$ cat src/rtl/core/gcr_pkg.sv
// ----------------------------------------------------------------------------
// gcr_pkg - shared definitions for the group receive scoreboard
// Sizes, command and status codes, and the request passed from front to back.
// ----------------------------------------------------------------------------
`default_nettype none

package gcr_pkg;

    localparam int WINDOW      = 64;
    localparam int RCV_WINDOW  = 128;
    localparam int CONTEXTS    = 8;
    localparam int QUEUE_DEPTH = 2;

    localparam int SEQ_W    = 16;
    localparam int ADDR_W   = 48;
    localparam int BITMAP_W = 64;
    localparam int STATUS_W = 3;
    localparam int SEQ_SPACE = 65536;

    localparam int CTX_W = (CONTEXTS > 1) ? $clog2(CONTEXTS) : 1;
    localparam int AMT_W = $clog2(RCV_WINDOW + 1);
    localparam int OFF_W = $clog2(RCV_WINDOW);

    localparam logic [SEQ_W-1:0] SEQ_TOP2  = SEQ_W'(SEQ_SPACE - 2 * WINDOW);
    localparam logic [SEQ_W-1:0] SEQ_TOP1  = SEQ_W'(SEQ_SPACE - WINDOW);
    localparam logic [SEQ_W-1:0] WIN_SEQ   = SEQ_W'(WINDOW);
    localparam logic [SEQ_W-1:0] ALIGN_MSK = ~SEQ_W'(WINDOW - 1);

    localparam logic CMD_DATA = 1'b0;
    localparam logic CMD_BAR  = 1'b1;

    localparam logic [STATUS_W-1:0] ST_RECORDED    = 3'd0;
    localparam logic [STATUS_W-1:0] ST_CREATED     = 3'd1;
    localparam logic [STATUS_W-1:0] ST_DROPPED     = 3'd2;
    localparam logic [STATUS_W-1:0] ST_FULL        = 3'd3;
    localparam logic [STATUS_W-1:0] ST_BA_SENT     = 3'd4;
    localparam logic [STATUS_W-1:0] ST_BAR_IGNORED = 3'd5;

    typedef enum logic [2:0] {
        OP_DATA     = 3'd0,
        OP_CREATE   = 3'd1,
        OP_FULL     = 3'd2,
        OP_BAR      = 3'd3,
        OP_BAR_MISS = 3'd4
    } op_t;

    typedef struct packed {
        op_t               op;
        logic [CTX_W-1:0]  idx;
        logic [SEQ_W-1:0]  num;   // seq_num for data, bar_start for BAR
    } req_t;

    typedef struct packed {
        logic full;
        logic empty;
    } q_status_t;

endpackage

`default_nettype wire

$ cat src/rtl/core/gcr_front.sv
// ----------------------------------------------------------------------------
// gcr_front - source lookup and request classification
// Owns the context valid bits and source addresses; allocates new contexts.
// ----------------------------------------------------------------------------
`default_nettype none

module gcr_front
    import gcr_pkg::*;
(
    input  wire logic              clk,
    input  wire logic              rst_n,
    input  wire logic              start,
    input  wire logic              cmd,
    input  wire logic [ADDR_W-1:0] src_addr,
    input  wire logic [SEQ_W-1:0]  seq_num,
    input  wire logic [SEQ_W-1:0]  bar_start,
    input  wire q_status_t         q_status,
    output logic                   busy,
    output logic                   push,
    output req_t                   push_req
);

    logic [CONTEXTS-1:0] valid_reg;
    logic [CONTEXTS-1:0] valid_next;
    logic [ADDR_W-1:0]   source_reg [CONTEXTS];

    logic                hit_any;
    logic [CTX_W-1:0]    hit_idx;
    logic                free_any;
    logic [CTX_W-1:0]    free_idx;

    // lowest matching and lowest free entry
    always_comb
    begin
        hit_any  = 1'b0;
        hit_idx  = '0;
        free_any = 1'b0;
        free_idx = '0;
        for (int k = CONTEXTS - 1; k >= 0; k--)
        begin
            if (valid_reg[k] && (source_reg[k] == src_addr))
            begin
                hit_any = 1'b1;
                hit_idx = CTX_W'(k);
            end
            if (!valid_reg[k])
            begin
                free_any = 1'b1;
                free_idx = CTX_W'(k);
            end
        end
    end

    always_comb
    begin
        push_req.num = (cmd == CMD_BAR) ? bar_start : seq_num;
        push_req.idx = hit_any ? hit_idx : free_idx;
        if (cmd == CMD_BAR)
            push_req.op = hit_any ? OP_BAR : OP_BAR_MISS;
        else if (hit_any)
            push_req.op = OP_DATA;
        else if (free_any)
            push_req.op = OP_CREATE;
        else
            push_req.op = OP_FULL;
    end

    assign busy = q_status.full;
    assign push = start && !busy;

    always_comb
    begin
        valid_next = valid_reg;
        if (push && (push_req.op == OP_CREATE))
            valid_next[free_idx] = 1'b1;
    end

    always_ff @(posedge clk or negedge rst_n)
    begin
        if (!rst_n)
            valid_reg <= '0;
        else
            valid_reg <= valid_next;
    end

    always_ff @(posedge clk)
    begin
        if (push && (push_req.op == OP_CREATE))
            source_reg[free_idx] <= src_addr;
    end

endmodule

`default_nettype wire

$ cat src/rtl/core/gcr_queue.sv
// ----------------------------------------------------------------------------
// gcr_queue - short request queue between front and back
// Fall-through FIFO of classified requests.
// ----------------------------------------------------------------------------
`default_nettype none

module gcr_queue
    import gcr_pkg::*;
(
    input  wire logic clk,
    input  wire logic rst_n,
    input  wire logic push,
    input  wire req_t push_req,
    input  wire logic pop,
    output req_t      head,
    output q_status_t q_status
);

    localparam int QD_W  = (QUEUE_DEPTH > 1) ? $clog2(QUEUE_DEPTH) : 1;
    localparam int CNT_W = $clog2(QUEUE_DEPTH + 1);

    req_t             mem [QUEUE_DEPTH];
    logic [QD_W-1:0]  wr_ptr_reg;
    logic [QD_W-1:0]  wr_ptr_next;
    logic [QD_W-1:0]  rd_ptr_reg;
    logic [QD_W-1:0]  rd_ptr_next;
    logic [CNT_W-1:0] count_reg;
    logic [CNT_W-1:0] count_next;

    assign head           = mem[rd_ptr_reg];
    assign q_status.full  = (count_reg == CNT_W'(QUEUE_DEPTH));
    assign q_status.empty = (count_reg == '0);

    always_comb
    begin
        wr_ptr_next = wr_ptr_reg;
        rd_ptr_next = rd_ptr_reg;
        count_next  = count_reg;
        if (push)
            wr_ptr_next = (wr_ptr_reg == QD_W'(QUEUE_DEPTH - 1)) ? '0 : wr_ptr_reg + 1'b1;
        if (pop)
            rd_ptr_next = (rd_ptr_reg == QD_W'(QUEUE_DEPTH - 1)) ? '0 : rd_ptr_reg + 1'b1;
        if (push && !pop)
            count_next = count_reg + 1'b1;
        else if (pop && !push)
            count_next = count_reg - 1'b1;
    end

    always_ff @(posedge clk or negedge rst_n)
    begin
        if (!rst_n)
        begin
            wr_ptr_reg <= '0;
            rd_ptr_reg <= '0;
            count_reg  <= '0;
        end
        else
        begin
            wr_ptr_reg <= wr_ptr_next;
            rd_ptr_reg <= rd_ptr_next;
            count_reg  <= count_next;
        end
    end

    always_ff @(posedge clk)
    begin
        if (push)
            mem[wr_ptr_reg] <= push_req;
    end

endmodule

`default_nettype wire

$ cat src/rtl/core/gcr_back.sv
// ----------------------------------------------------------------------------
// gcr_back - window slide and scoreboard update
// Holds window starts and scoreboards; takes one request at a time through calc, shift and apply.
// ----------------------------------------------------------------------------
`default_nettype none

module gcr_back
    import gcr_pkg::*;
(
    input  wire logic                clk,
    input  wire logic                rst_n,
    input  wire req_t                head,
    input  wire q_status_t           q_status,
    output logic                     pop,
    output logic                     done,
    output logic [STATUS_W-1:0]      status,
    output logic                     ba_send,
    output logic [SEQ_W-1:0]         ba_start,
    output logic [BITMAP_W-1:0]      ba_bitmap
);

    typedef enum logic [3:0] {
        B_IDLE  = 4'b0001,
        B_CALC  = 4'b0010,
        B_SHIFT = 4'b0100,
        B_APPLY = 4'b1000
    } bstate_t;

    bstate_t state_reg;
    bstate_t state_next;

    logic [SEQ_W-1:0]      start_mem [CONTEXTS];
    logic [RCV_WINDOW-1:0] board_mem [CONTEXTS];

    req_t                  req_reg;
    logic [SEQ_W-1:0]      new_start_reg;
    logic [SEQ_W-1:0]      new_start_next;
    logic                  slide_reg;
    logic                  slide_next;
    logic [AMT_W-1:0]      amount_reg;
    logic [AMT_W-1:0]      amount_next;
    logic [OFF_W-1:0]      offset_reg;
    logic [OFF_W-1:0]      offset_next;
    logic                  in_range_reg;
    logic                  in_range_next;

    logic                  done_reg;
    logic [STATUS_W-1:0]   status_reg;
    logic [STATUS_W-1:0]   status_next;
    logic                  ba_send_reg;
    logic [SEQ_W-1:0]      ba_start_reg;
    logic [SEQ_W-1:0]      ba_start_next;
    logic [BITMAP_W-1:0]   ba_bitmap_reg;
    logic [BITMAP_W-1:0]   ba_bitmap_next;

    logic [SEQ_W-1:0]      cur_start;
    logic [RCV_WINDOW-1:0] cur_board;
    logic [SEQ_W:0]        limit;
    logic                  far;
    logic                  wrap_a;
    logic                  wrap_b;
    logic [SEQ_W-1:0]      far_start;
    logic [SEQ_W-1:0]      eff_start;
    logic signed [SEQ_W:0] diff;
    logic [SEQ_W:0]        off_diff;
    logic [RCV_WINDOW-1:0] shifted;
    logic [RCV_WINDOW-1:0] board_new;
    logic                  bar_hit;

    assign cur_start = start_mem[req_reg.idx];
    assign cur_board = board_mem[req_reg.idx];

    // slide decision
    always_comb
    begin
        limit     = {1'b0, cur_start} + (SEQ_W + 1)'(RCV_WINDOW);
        far       = ({1'b0, req_reg.num} >= limit);
        wrap_a    = (cur_start == SEQ_TOP2) && (req_reg.num < WIN_SEQ);
        wrap_b    = (cur_start == SEQ_TOP1) && (req_reg.num >= WIN_SEQ);
        far_start = (req_reg.num - WIN_SEQ) & ALIGN_MSK;
        slide_next = far || wrap_a || wrap_b;
        if (far)
            new_start_next = far_start;
        else if (wrap_a)
            new_start_next = SEQ_TOP1;
        else if (wrap_b)
            new_start_next = '0;
        else
            new_start_next = cur_start;
    end

    // shift amount and frame offset against the slid window
    always_comb
    begin
        eff_start = new_start_reg;
        diff      = $signed({1'b0, new_start_reg}) - $signed({1'b0, cur_start});
        if (!slide_reg)
            amount_next = '0;
        else if (diff[SEQ_W] || (diff == '0))
            amount_next = AMT_W'(WINDOW);   // rollover: one window
        else if (diff[SEQ_W-1:0] > SEQ_W'(RCV_WINDOW))
            amount_next = AMT_W'(RCV_WINDOW);
        else
            amount_next = diff[AMT_W-1:0];

        off_diff = {1'b0, req_reg.num} - {1'b0, eff_start};
        if ((eff_start == SEQ_TOP1) && (req_reg.num < WIN_SEQ))
        begin
            in_range_next = 1'b1;
            offset_next   = OFF_W'(req_reg.num + WIN_SEQ);
        end
        else
        begin
            in_range_next = !off_diff[SEQ_W] &&
                            (off_diff[SEQ_W-1:0] < SEQ_W'(RCV_WINDOW));
            offset_next   = off_diff[OFF_W-1:0];
        end
    end

    always_comb
    begin
        shifted   = cur_board >> amount_reg;
        board_new = shifted;
        if (in_range_reg)
            board_new = shifted | (RCV_WINDOW'(1) << offset_reg);
        bar_hit = (cur_start == req_reg.num);
    end

    always_comb
    begin
        ba_start_next  = '0;
        ba_bitmap_next = '0;
        case (req_reg.op)
            OP_DATA:     status_next = in_range_reg ? ST_RECORDED : ST_DROPPED;
            OP_CREATE:   status_next = ST_CREATED;
            OP_FULL:     status_next = ST_FULL;
            OP_BAR:
            begin
                status_next = bar_hit ? ST_BA_SENT : ST_BAR_IGNORED;
                if (bar_hit)
                begin
                    ba_start_next  = cur_start;
                    ba_bitmap_next = BITMAP_W'(cur_board[WINDOW-1:0]);
                end
            end
            default:     status_next = ST_BAR_IGNORED;
        endcase
    end

    always_comb
    begin
        state_next = state_reg;
        pop        = 1'b0;
        case (state_reg)
            B_IDLE:
            begin
                if (!q_status.empty)
                begin
                    pop        = 1'b1;
                    state_next = B_CALC;
                end
            end
            B_CALC:  state_next = B_SHIFT;
            B_SHIFT: state_next = B_APPLY;
            B_APPLY:
            begin
                if (!q_status.empty)
                begin
                    pop        = 1'b1;
                    state_next = B_CALC;
                end
                else
                    state_next = B_IDLE;
            end
            default: state_next = B_IDLE;
        endcase
    end

    always_ff @(posedge clk or negedge rst_n)
    begin
        if (!rst_n)
        begin
            state_reg <= B_IDLE;
            done_reg  <= 1'b0;
        end
        else
        begin
            state_reg <= state_next;
            done_reg  <= (state_reg == B_APPLY);
        end
    end

    always_ff @(posedge clk)
    begin
        if (pop)
            req_reg <= head;
        if (state_reg == B_CALC)
        begin
            new_start_reg <= new_start_next;
            slide_reg     <= slide_next;
        end
        if (state_reg == B_SHIFT)
        begin
            amount_reg   <= amount_next;
            offset_reg   <= offset_next;
            in_range_reg <= in_range_next;
        end
        if (state_reg == B_APPLY)
        begin
            status_reg    <= status_next;
            ba_send_reg   <= (status_next == ST_BA_SENT);
            ba_start_reg  <= ba_start_next;
            ba_bitmap_reg <= ba_bitmap_next;
            if (req_reg.op == OP_DATA)
            begin
                start_mem[req_reg.idx] <= new_start_reg;
                board_mem[req_reg.idx] <= board_new;
            end
            else if (req_reg.op == OP_CREATE)
            begin
                start_mem[req_reg.idx] <= req_reg.num & ALIGN_MSK;
                board_mem[req_reg.idx] <= '0;
            end
        end
    end

    assign done      = done_reg;
    assign status    = status_reg;
    assign ba_send   = ba_send_reg;
    assign ba_start  = ba_start_reg;
    assign ba_bitmap = ba_bitmap_reg;

endmodule

`default_nettype wire

$ cat src/rtl/core/gcr_receive_scoreboard.sv
// ----------------------------------------------------------------------------
// gcr_receive_scoreboard - group-addressed block ack receive scoreboard
// Per-source receive contexts with sliding scoreboards and BAR response.
// ----------------------------------------------------------------------------
//
//  channel   | handshake            | payload
//  ----------+----------------------+------------------------------------------
//  request   | start / busy         | cmd, src_addr, seq_num, bar_start
//  result    | done (one cycle)     | status, ba_send, ba_start, ba_bitmap
//
//  The front end looks the source up and classifies a request in the cycle
//  it is taken, so requests enter one per cycle until the 2-deep queue fills.
//  The back end takes each request through read and slide decision, shift
//  amount and offset, and scoreboard write, and pops the next only in the
//  write step; this loop sets the sustained request rate. The result is
//  registered in the write step. Reset clears all context valid bits at once;
//  no clearing pass. Results cannot be stalled; busy reflects queue full.
//
`default_nettype none

module gcr_receive_scoreboard
    import gcr_pkg::*;
(
    input  wire logic                clk,
    input  wire logic                rst_n,
    input  wire logic                start,
    output logic                     busy,
    input  wire logic                cmd,
    input  wire logic [ADDR_W-1:0]   src_addr,
    input  wire logic [SEQ_W-1:0]    seq_num,
    input  wire logic [SEQ_W-1:0]    bar_start,
    output logic                     done,
    output logic [STATUS_W-1:0]      status,
    output logic                     ba_send,
    output logic [SEQ_W-1:0]         ba_start,
    output logic [BITMAP_W-1:0]      ba_bitmap
);

    // front to queue
    logic      push;
    req_t      push_req;

    // queue to back
    req_t      head;
    logic      pop;
    q_status_t q_status;

    // source CAM and allocation; the context owner for valid/source
    gcr_front u_front
    (
        .clk       (clk),
        .rst_n     (rst_n),
        .start     (start),
        .cmd       (cmd),
        .src_addr  (src_addr),
        .seq_num   (seq_num),
        .bar_start (bar_start),
        .q_status  (q_status),
        .busy      (busy),
        .push      (push),
        .push_req  (push_req)
    );

    // keeps request order between the two halves
    gcr_queue u_queue
    (
        .clk      (clk),
        .rst_n    (rst_n),
        .push     (push),
        .push_req (push_req),
        .pop      (pop),
        .head     (head),
        .q_status (q_status)
    );

    // window slide, bit record and block ack generation
    gcr_back u_back
    (
        .clk       (clk),
        .rst_n     (rst_n),
        .head      (head),
        .q_status  (q_status),
        .pop       (pop),
        .done      (done),
        .status    (status),
        .ba_send   (ba_send),
        .ba_start  (ba_start),
        .ba_bitmap (ba_bitmap)
    );

endmodule

`default_nettype wire
$ cat config.mk
export PLATFORM = sky130hd
export DESIGN_NAME = gcr_receive_scoreboard
export DESIGN_NICKNAME = d
export VERILOG_FILES = /design/src/rtl/core/gcr_pkg.sv /design/src/rtl/core/gcr_front.sv /design/src/rtl/core/gcr_queue.sv /design/src/rtl/core/gcr_back.sv /design/src/rtl/core/gcr_receive_scoreboard.sv
export SDC_FILE = /design/constraint.sdc
export NUM_CORES = 2
export LEC_CHECK = 0
export BUFFER_PORTS_ARGS = -buffer_cell sky130_fd_sc_hd__buf_2
export CAP_MARGIN = 20
export CORE_AREA = 8 8 543 412
export DETAILED_ROUTE_END_ITERATION = 6
export DIE_AREA = 0 0 551 420
export PLACE_DENSITY_LB_ADDON = 0.15
export REMOVE_ABC_BUFFERS = 1
export SYNTH_ARGS = -nofsm -noshare
export SYNTH_HDL_FRONTEND = slang
export SYNTH_SLANG_ARGS = --single-unit
$ cat constraint.sdc
create_clock -name clk -period 25.7 [get_ports clk]
set_input_delay 1.285 -clock clk [delete_from_list [all_inputs] [get_ports clk]]
set_output_delay 1.285 -clock clk [all_outputs]
set_load 0.005 [all_outputs]
* After elaboration in Yosys (flattened, before gate mapping)
Memory sizes are Yosys's and may differ from the RTL's. A register that Yosys moved wholly into a read port is not among the register bits.
Cells that the tools add are included.
** Word-level totals
- Register bits after elaboration :: 134
- Latch bits :: 0
- RAM bits :: 1580
- Bits in read-only memories :: 0
- Output and inout port bits :: 86
- Word-level logic and storage cells :: 173
- Memories :: 4
** Memory list
- u_back.board_mem :: words 8, width 128, read ports 1, clocked after Yosys merged registers in 0, write ports 1, line gcr_back.sv:33 : logic [RCV_WINDOW-1:0] board_mem [CONTEXTS];
- u_front.source_reg :: words 8, width 48, read ports 8, clocked after Yosys merged registers in 0, write ports 1, line gcr_front.sv:25 : logic [ADDR_W-1:0] source_reg [CONTEXTS];
- u_back.start_mem :: words 8, width 16, read ports 1, clocked after Yosys merged registers in 0, write ports 1, line gcr_back.sv:32 : logic [SEQ_W-1:0] start_mem [CONTEXTS];
- u_queue.mem :: words 2, width 22, read ports 1, clocked after Yosys merged registers in 1, write ports 1, line gcr_queue.sv:22 : req_t mem [QUEUE_DEPTH];
** Operators by class
- $add $sub $neg :: 9
- Multipliers :: 0
- Divide/modulo/power cells :: 0
- Magnitude comparators :: 7
- Equal/unequal tests :: 23
- Shift operators :: 2
- Mux-type cells :: 72
- Bitwise gates (word level) :: 5
- Reductions and logical operators :: 33
** Operator list (number)
- 48-bit equality test :: 8
- 128-bit two-way mux :: 2
- 128-bit OR :: 1
- 1-bit by 7-bit left shift with 128-bit output, first input constant :: 1
- 128-bit by 8-bit right shift with 128-bit output :: 1
- 16-bit two-way mux :: 5
- 3-bit two-way mux :: 20
- 16-bit equality test, second input constant :: 3
- 16-bit by 16-bit subtractor with 17-bit output :: 2
- 1-bit two-way mux :: 33
- 16-bit by 8-bit adder with 17-bit output, second input constant :: 1
- 16-bit by 17-bit >= comparator with 1-bit output :: 1
- 1-bit logical AND :: 17
- 17-bit zero test :: 1
- 16-bit equality test :: 1
- 16-bit by 7-bit >= comparator with 1-bit output, second input constant :: 1
- 16-bit by 8-bit > comparator with 1-bit output, second input constant :: 1
- 16-bit by 7-bit less-than comparator with 1-bit output, second input constant :: 1
- 16-bit by 8-bit less-than comparator with 1-bit output, second input constant :: 1
- 4-bit one-hot mux with 4 select lines :: 1
- 16-bit by 7-bit subtractor with 16-bit output, second input constant :: 1
- 7-bit two-way mux :: 2
- 3-bit one-hot mux with 4 select lines :: 1
- 2-bit two-way mux :: 5
- 29 further kinds :: 40

* Longest topological paths before layout
An unclocked memory read counts as a cell.
- Depth in word-level cells :: 17
- Mapped depth :: 22
- Mapped depth without buffers :: 17

* Hierarchy
Synthesis repeated with hierarchy kept, for this count alone.
** Unflattened totals
- Cells, all modules :: 5917
- Area total of the unflattened synthesis :: 88578.7 µm²
** Modules (own cells, without submodules)
- gcr_back :: instances 1, cells an instance 4766, area an instance 69919.6 µm², seq. area each 38953.6 µm²
- gcr_front :: instances 1, cells an instance 1067, area an instance 16881.2 µm², seq. area each 11731.3 µm²
- gcr_queue :: instances 1, cells an instance 84, area an instance 1778.0 µm², seq. area each 1421.4 µm²

* Worst setup path before layout
OpenSTA, ideal clock, no wires.
- Kind :: register to register
- Start point :: register, netlist name u_back.req_reg[17]
- End point :: memory u_back.board_mem[0][0] (enable)
- Setup time :: 1.000 ns
- Arrival time :: 15.597 ns
- Data required time :: 24.700 ns
- Slack :: 9.103 ns
- Cell stages (with the launch flop) :: 11
- Buffers on the path :: 9
- Clock period less this slack :: 16.597 ns
- Path through :: edfxtp_1 -> buf_6 -> buf_6 -> buf_4 -> buf_4 -> buf_4 -> buf_4 -> buf_2 -> buf_2 -> buf_1 -> nor4_1
** RTL lines (line)
- to (decl) :: gcr_back.sv:33
Straight into the memory's write port.

* Worst setup path after layout
- Start point :: register, netlist name u_back.req_reg[18]
- End point :: memory u_back.board_mem[0][7] (data pin)
** Between the ends
- Longest elaborated chain between the ends :: 5
** Ends and longest elaborated chain
- memory read 8 x 128 bit *
- 128-bit by 8-bit right shift with 128-bit output * :: line gcr_back.sv:122 : shifted = cur_board >> amount_reg;
- 128-bit OR :: line gcr_back.sv:125 : board_new = shifted | (RCV_WINDOW'(1) << offset_reg);
- 128-bit two-way mux * :: line gcr_back.sv:124 : if (in_range_reg)
- 128-bit two-way mux (no line) *
Mark *: on every way between the ends. The rest lies on a longest branch, timed or not.

==> flow_summary.toml <==
[place]
dpl_worst_slack_ns = 18.45
dp.cells = 8644
io_buffers = 169
gp_congestion = 1.06
hpwl_mm = 232

[floorplan]
core_area_sq_um = 215000
dieHeight_microns = 420
start_util_pct = 39.7
die_x_microns = 551
num_rows = 148
io_pins = 170
dieArea_sq_um = 231000

[sta]
slew-limit-headroom_pct = 5.79
period_share_pct = 29.3
fin_tns_setup_ns = 0
period_minus_slack_ns = 7.53
setup_viol = 0
worst_pin_slew_ns = 1.40
rsz0062_at_grt = "no"
hold_viol_final = 0
setup_slack_ns = 18.17
fin_skew_ns = 0.0914
final_max_slew_viol_count = 0
fmax_mhz = 133

[drt]
drc = 0
wl_met1_mm = 152
ant_nets = 0
routed.top_layer = "met5"
drtPass1Iterations = 7
vias = 57795
avgRoutedWirePerCell_microns = 36.9
dr_wl_met2_mm = 133
viasPerCell = 6.43
wl_met3_mm = 37.2
drt_iter0_markers = 8298
routed_wirelength_mm = 332

[global_route]
grt_max_degree = 127
first_global_vias = 54617
grt_pass1_wl_mm = 455
overflow = 0
antenna_found_initial = 18
grt_use_total_pct = 27.9

[cells_and_area]
final_common_cell = "edfxtp_1"
final_cell_mix = "1,719 x edfxtp_1, 366 x mux4_2, 348 x nand2_1"
multiInputGateArea_sq_um = 31300
final_nets = 6139
fill_cells = 19223
area_growth_pct = 12.0
register_area_sq_um = 52000
fin_cells = 8983
drive_above_1_share_pct = 21.3
largest_register_ffs = 1024

[worst_setup_path]
rr_endpoint = "u_back.board_mem[0][7]$_DFFE_PP_"
critPathKind = "reg2reg"
reg2reg_from = "u_back.req_reg[18]$_DFFE_PP_"
crit_path_end_kind = "flop"
rrSetupSlack_ns = 18.17
critPathLaunchType = "flop"
worst-path-max-fanout = 109
crit_end = "u_back.board_mem[0][7]$_DFFE_PP_"
required_ns = 26.19
reg2regPathDepth = 13
cp-startpoint = "u_back.req_reg[18]$_DFFE_PP_"
cp.arrival_ns = 8.02

[clock_network]
clk_latency_ns = 0.87
cts_setup_buffers = 0
cts_buffer_depth = 4
clkTransAtPathRegs_ns = 0.06
ctsResizeCount = 0
cts_tree = "yes"
cts-hold-fix-buffers = 0
htree_levels = 4
cts_buffers = 183
cts_num_sinks = 1736
clock-root-buffer = "clkbuf_16"

[synth]
seq_area_frac_synth_pct = 60.9
syn_avg_cell_area_sq_um = 14.8
ys.flop_type = "edfxtp_1"
ys_warn_count = 0
ys_seq_elements = 1736
synth_area_sq_um = 85400
synth_cell_types = 90
synth.largest_area_cell = "edfxtp_1"
synth_edf_count = 1719
yosys-top-cells-area = "edfxtp_1 60%, mux4_2 9.6%, mux2i_1 3.7%"
yosysTopAreaCellShare_pct = 60.4
ys_async_sr_fraction_pct = 0.979
syn-instance-count = 5785

[run]
maxCapViolations = 0

[hold_path]
hold_path_class = "in2async"

[run_status]
outcome = "finished, final reports clean"

[pwr]
peakVddDrop_v = 0.000103
power_density_nw_per_um2 = 115
p_leak_uw = 0.0318
==> worst min path at each step <==
stage,end,slack [ns]
2_1_floorplan,u_front.valid_reg[6]$_DFFE_PN0P_,0.46
3_3_place_gp,u_front.valid_reg[6]$_DFFE_PN0P_,0.49
3_5_place_dp,u_queue.count_reg[1]$_DFFE_PN0P_,0.48
4_1_cts,u_front.valid_reg[5]$_DFFE_PN0P_,0.34
5_1_grt,u_front.valid_reg[5]$_DFFE_PN0P_,0.37
6_report,u_front.valid_reg[5]$_DFFE_PN0P_,0.37
==> layout make-up <==
type,count,share of cell area (%)
clock buffers,234,5.02
repair buffers,412,2.92
diodes,10,0.0261
clock inverters,76,0.741
inverters,105,0.434
well taps,2850,3.73
flip-flops and latches,1736,54.4
multi-input cells,3560,32.8
==> Yosys cell counts, types with 29 or more instances <==
library cell and number:
nand2b_1 45, nor4_1 70, nor2_1 366, inv_1 102, nor3_1 76, a221oi_1 69
a22oi_1 95, buf_1 46, o21a_1 29, nand3_1 68, o21ai_0 146, mux2_2 196
nor2b_1 33, nand2_1 348, mux2i_1 318, a21oi_1 136, nand4_1 65, o22ai_1 91
ha_1 55, clkbuf_1 190, a211oi_1 34, xor2_1 188, buf_4 43, edfxtp_1 1719
o211ai_1 62, xnor2_1 203, mux4_2 366, a22o_1 40, a221o_1 30, o221ai_1 44
buf_2 89
==> report_power, final <==
group	switching (uW)	internal (uW)	leakage [uW]
sequential	96.4	3380	0.0160
combinational	3330	1690	0.0131
clock	1080	1430	0.00267
==> through the flow <==
stage          total power, uW  utilization [%]  hold slack (ns)  area (sq um)
5_1_grt                  11300             44.5            0.373         95700
3_3_place_gp              8320             41.8            0.487         89900
3_5_place_dp              8320             41.8            0.484         90000
2_1_floorplan             6810                -            0.463         83600
6_report                 11000             44.5            0.369         95700
4_1_cts                  10900             44.4            0.339         95500
==> critical path, cell delays in order (launching register included) <==
cell	delay, ns
edfxtp_1	0.37
buf_12	0.52
buf_4	0.82
buf_4	0.71
buf_4	0.68
mux4_2	0.41
mux2i_1	0.64
mux4_2	0.45
nand2_1	0.08
o21ai_0	0.20
nor2_1	0.13
a211o_1	0.34
nor4b_1	1.09
a21oi_1	0.45
==> logic make-up after synthesis <==
kind of cell / Yosys count / synth area share [%]
flops: 1736 / 60.9
simple gates: 1184 / 6.45
compound gates: 1035 / 8.79
mux: 893 / 16.3
buf+inv: 489 / 2.63
xor+xnor: 391 / 4.01
fa+ha+maj: 57 / 0.852
==> routing by layer <==
layer | GRT usage, % | vias to the layer above
met5 | 0.331 | -
met1 | 43.0 | 30183
met3 | 8.15 | 591
met2 | 37.9 | 3452
li1 | - | 23561
met4 | 7.35 | 8
Note: power is estimated with default switching activity, not from simulation.
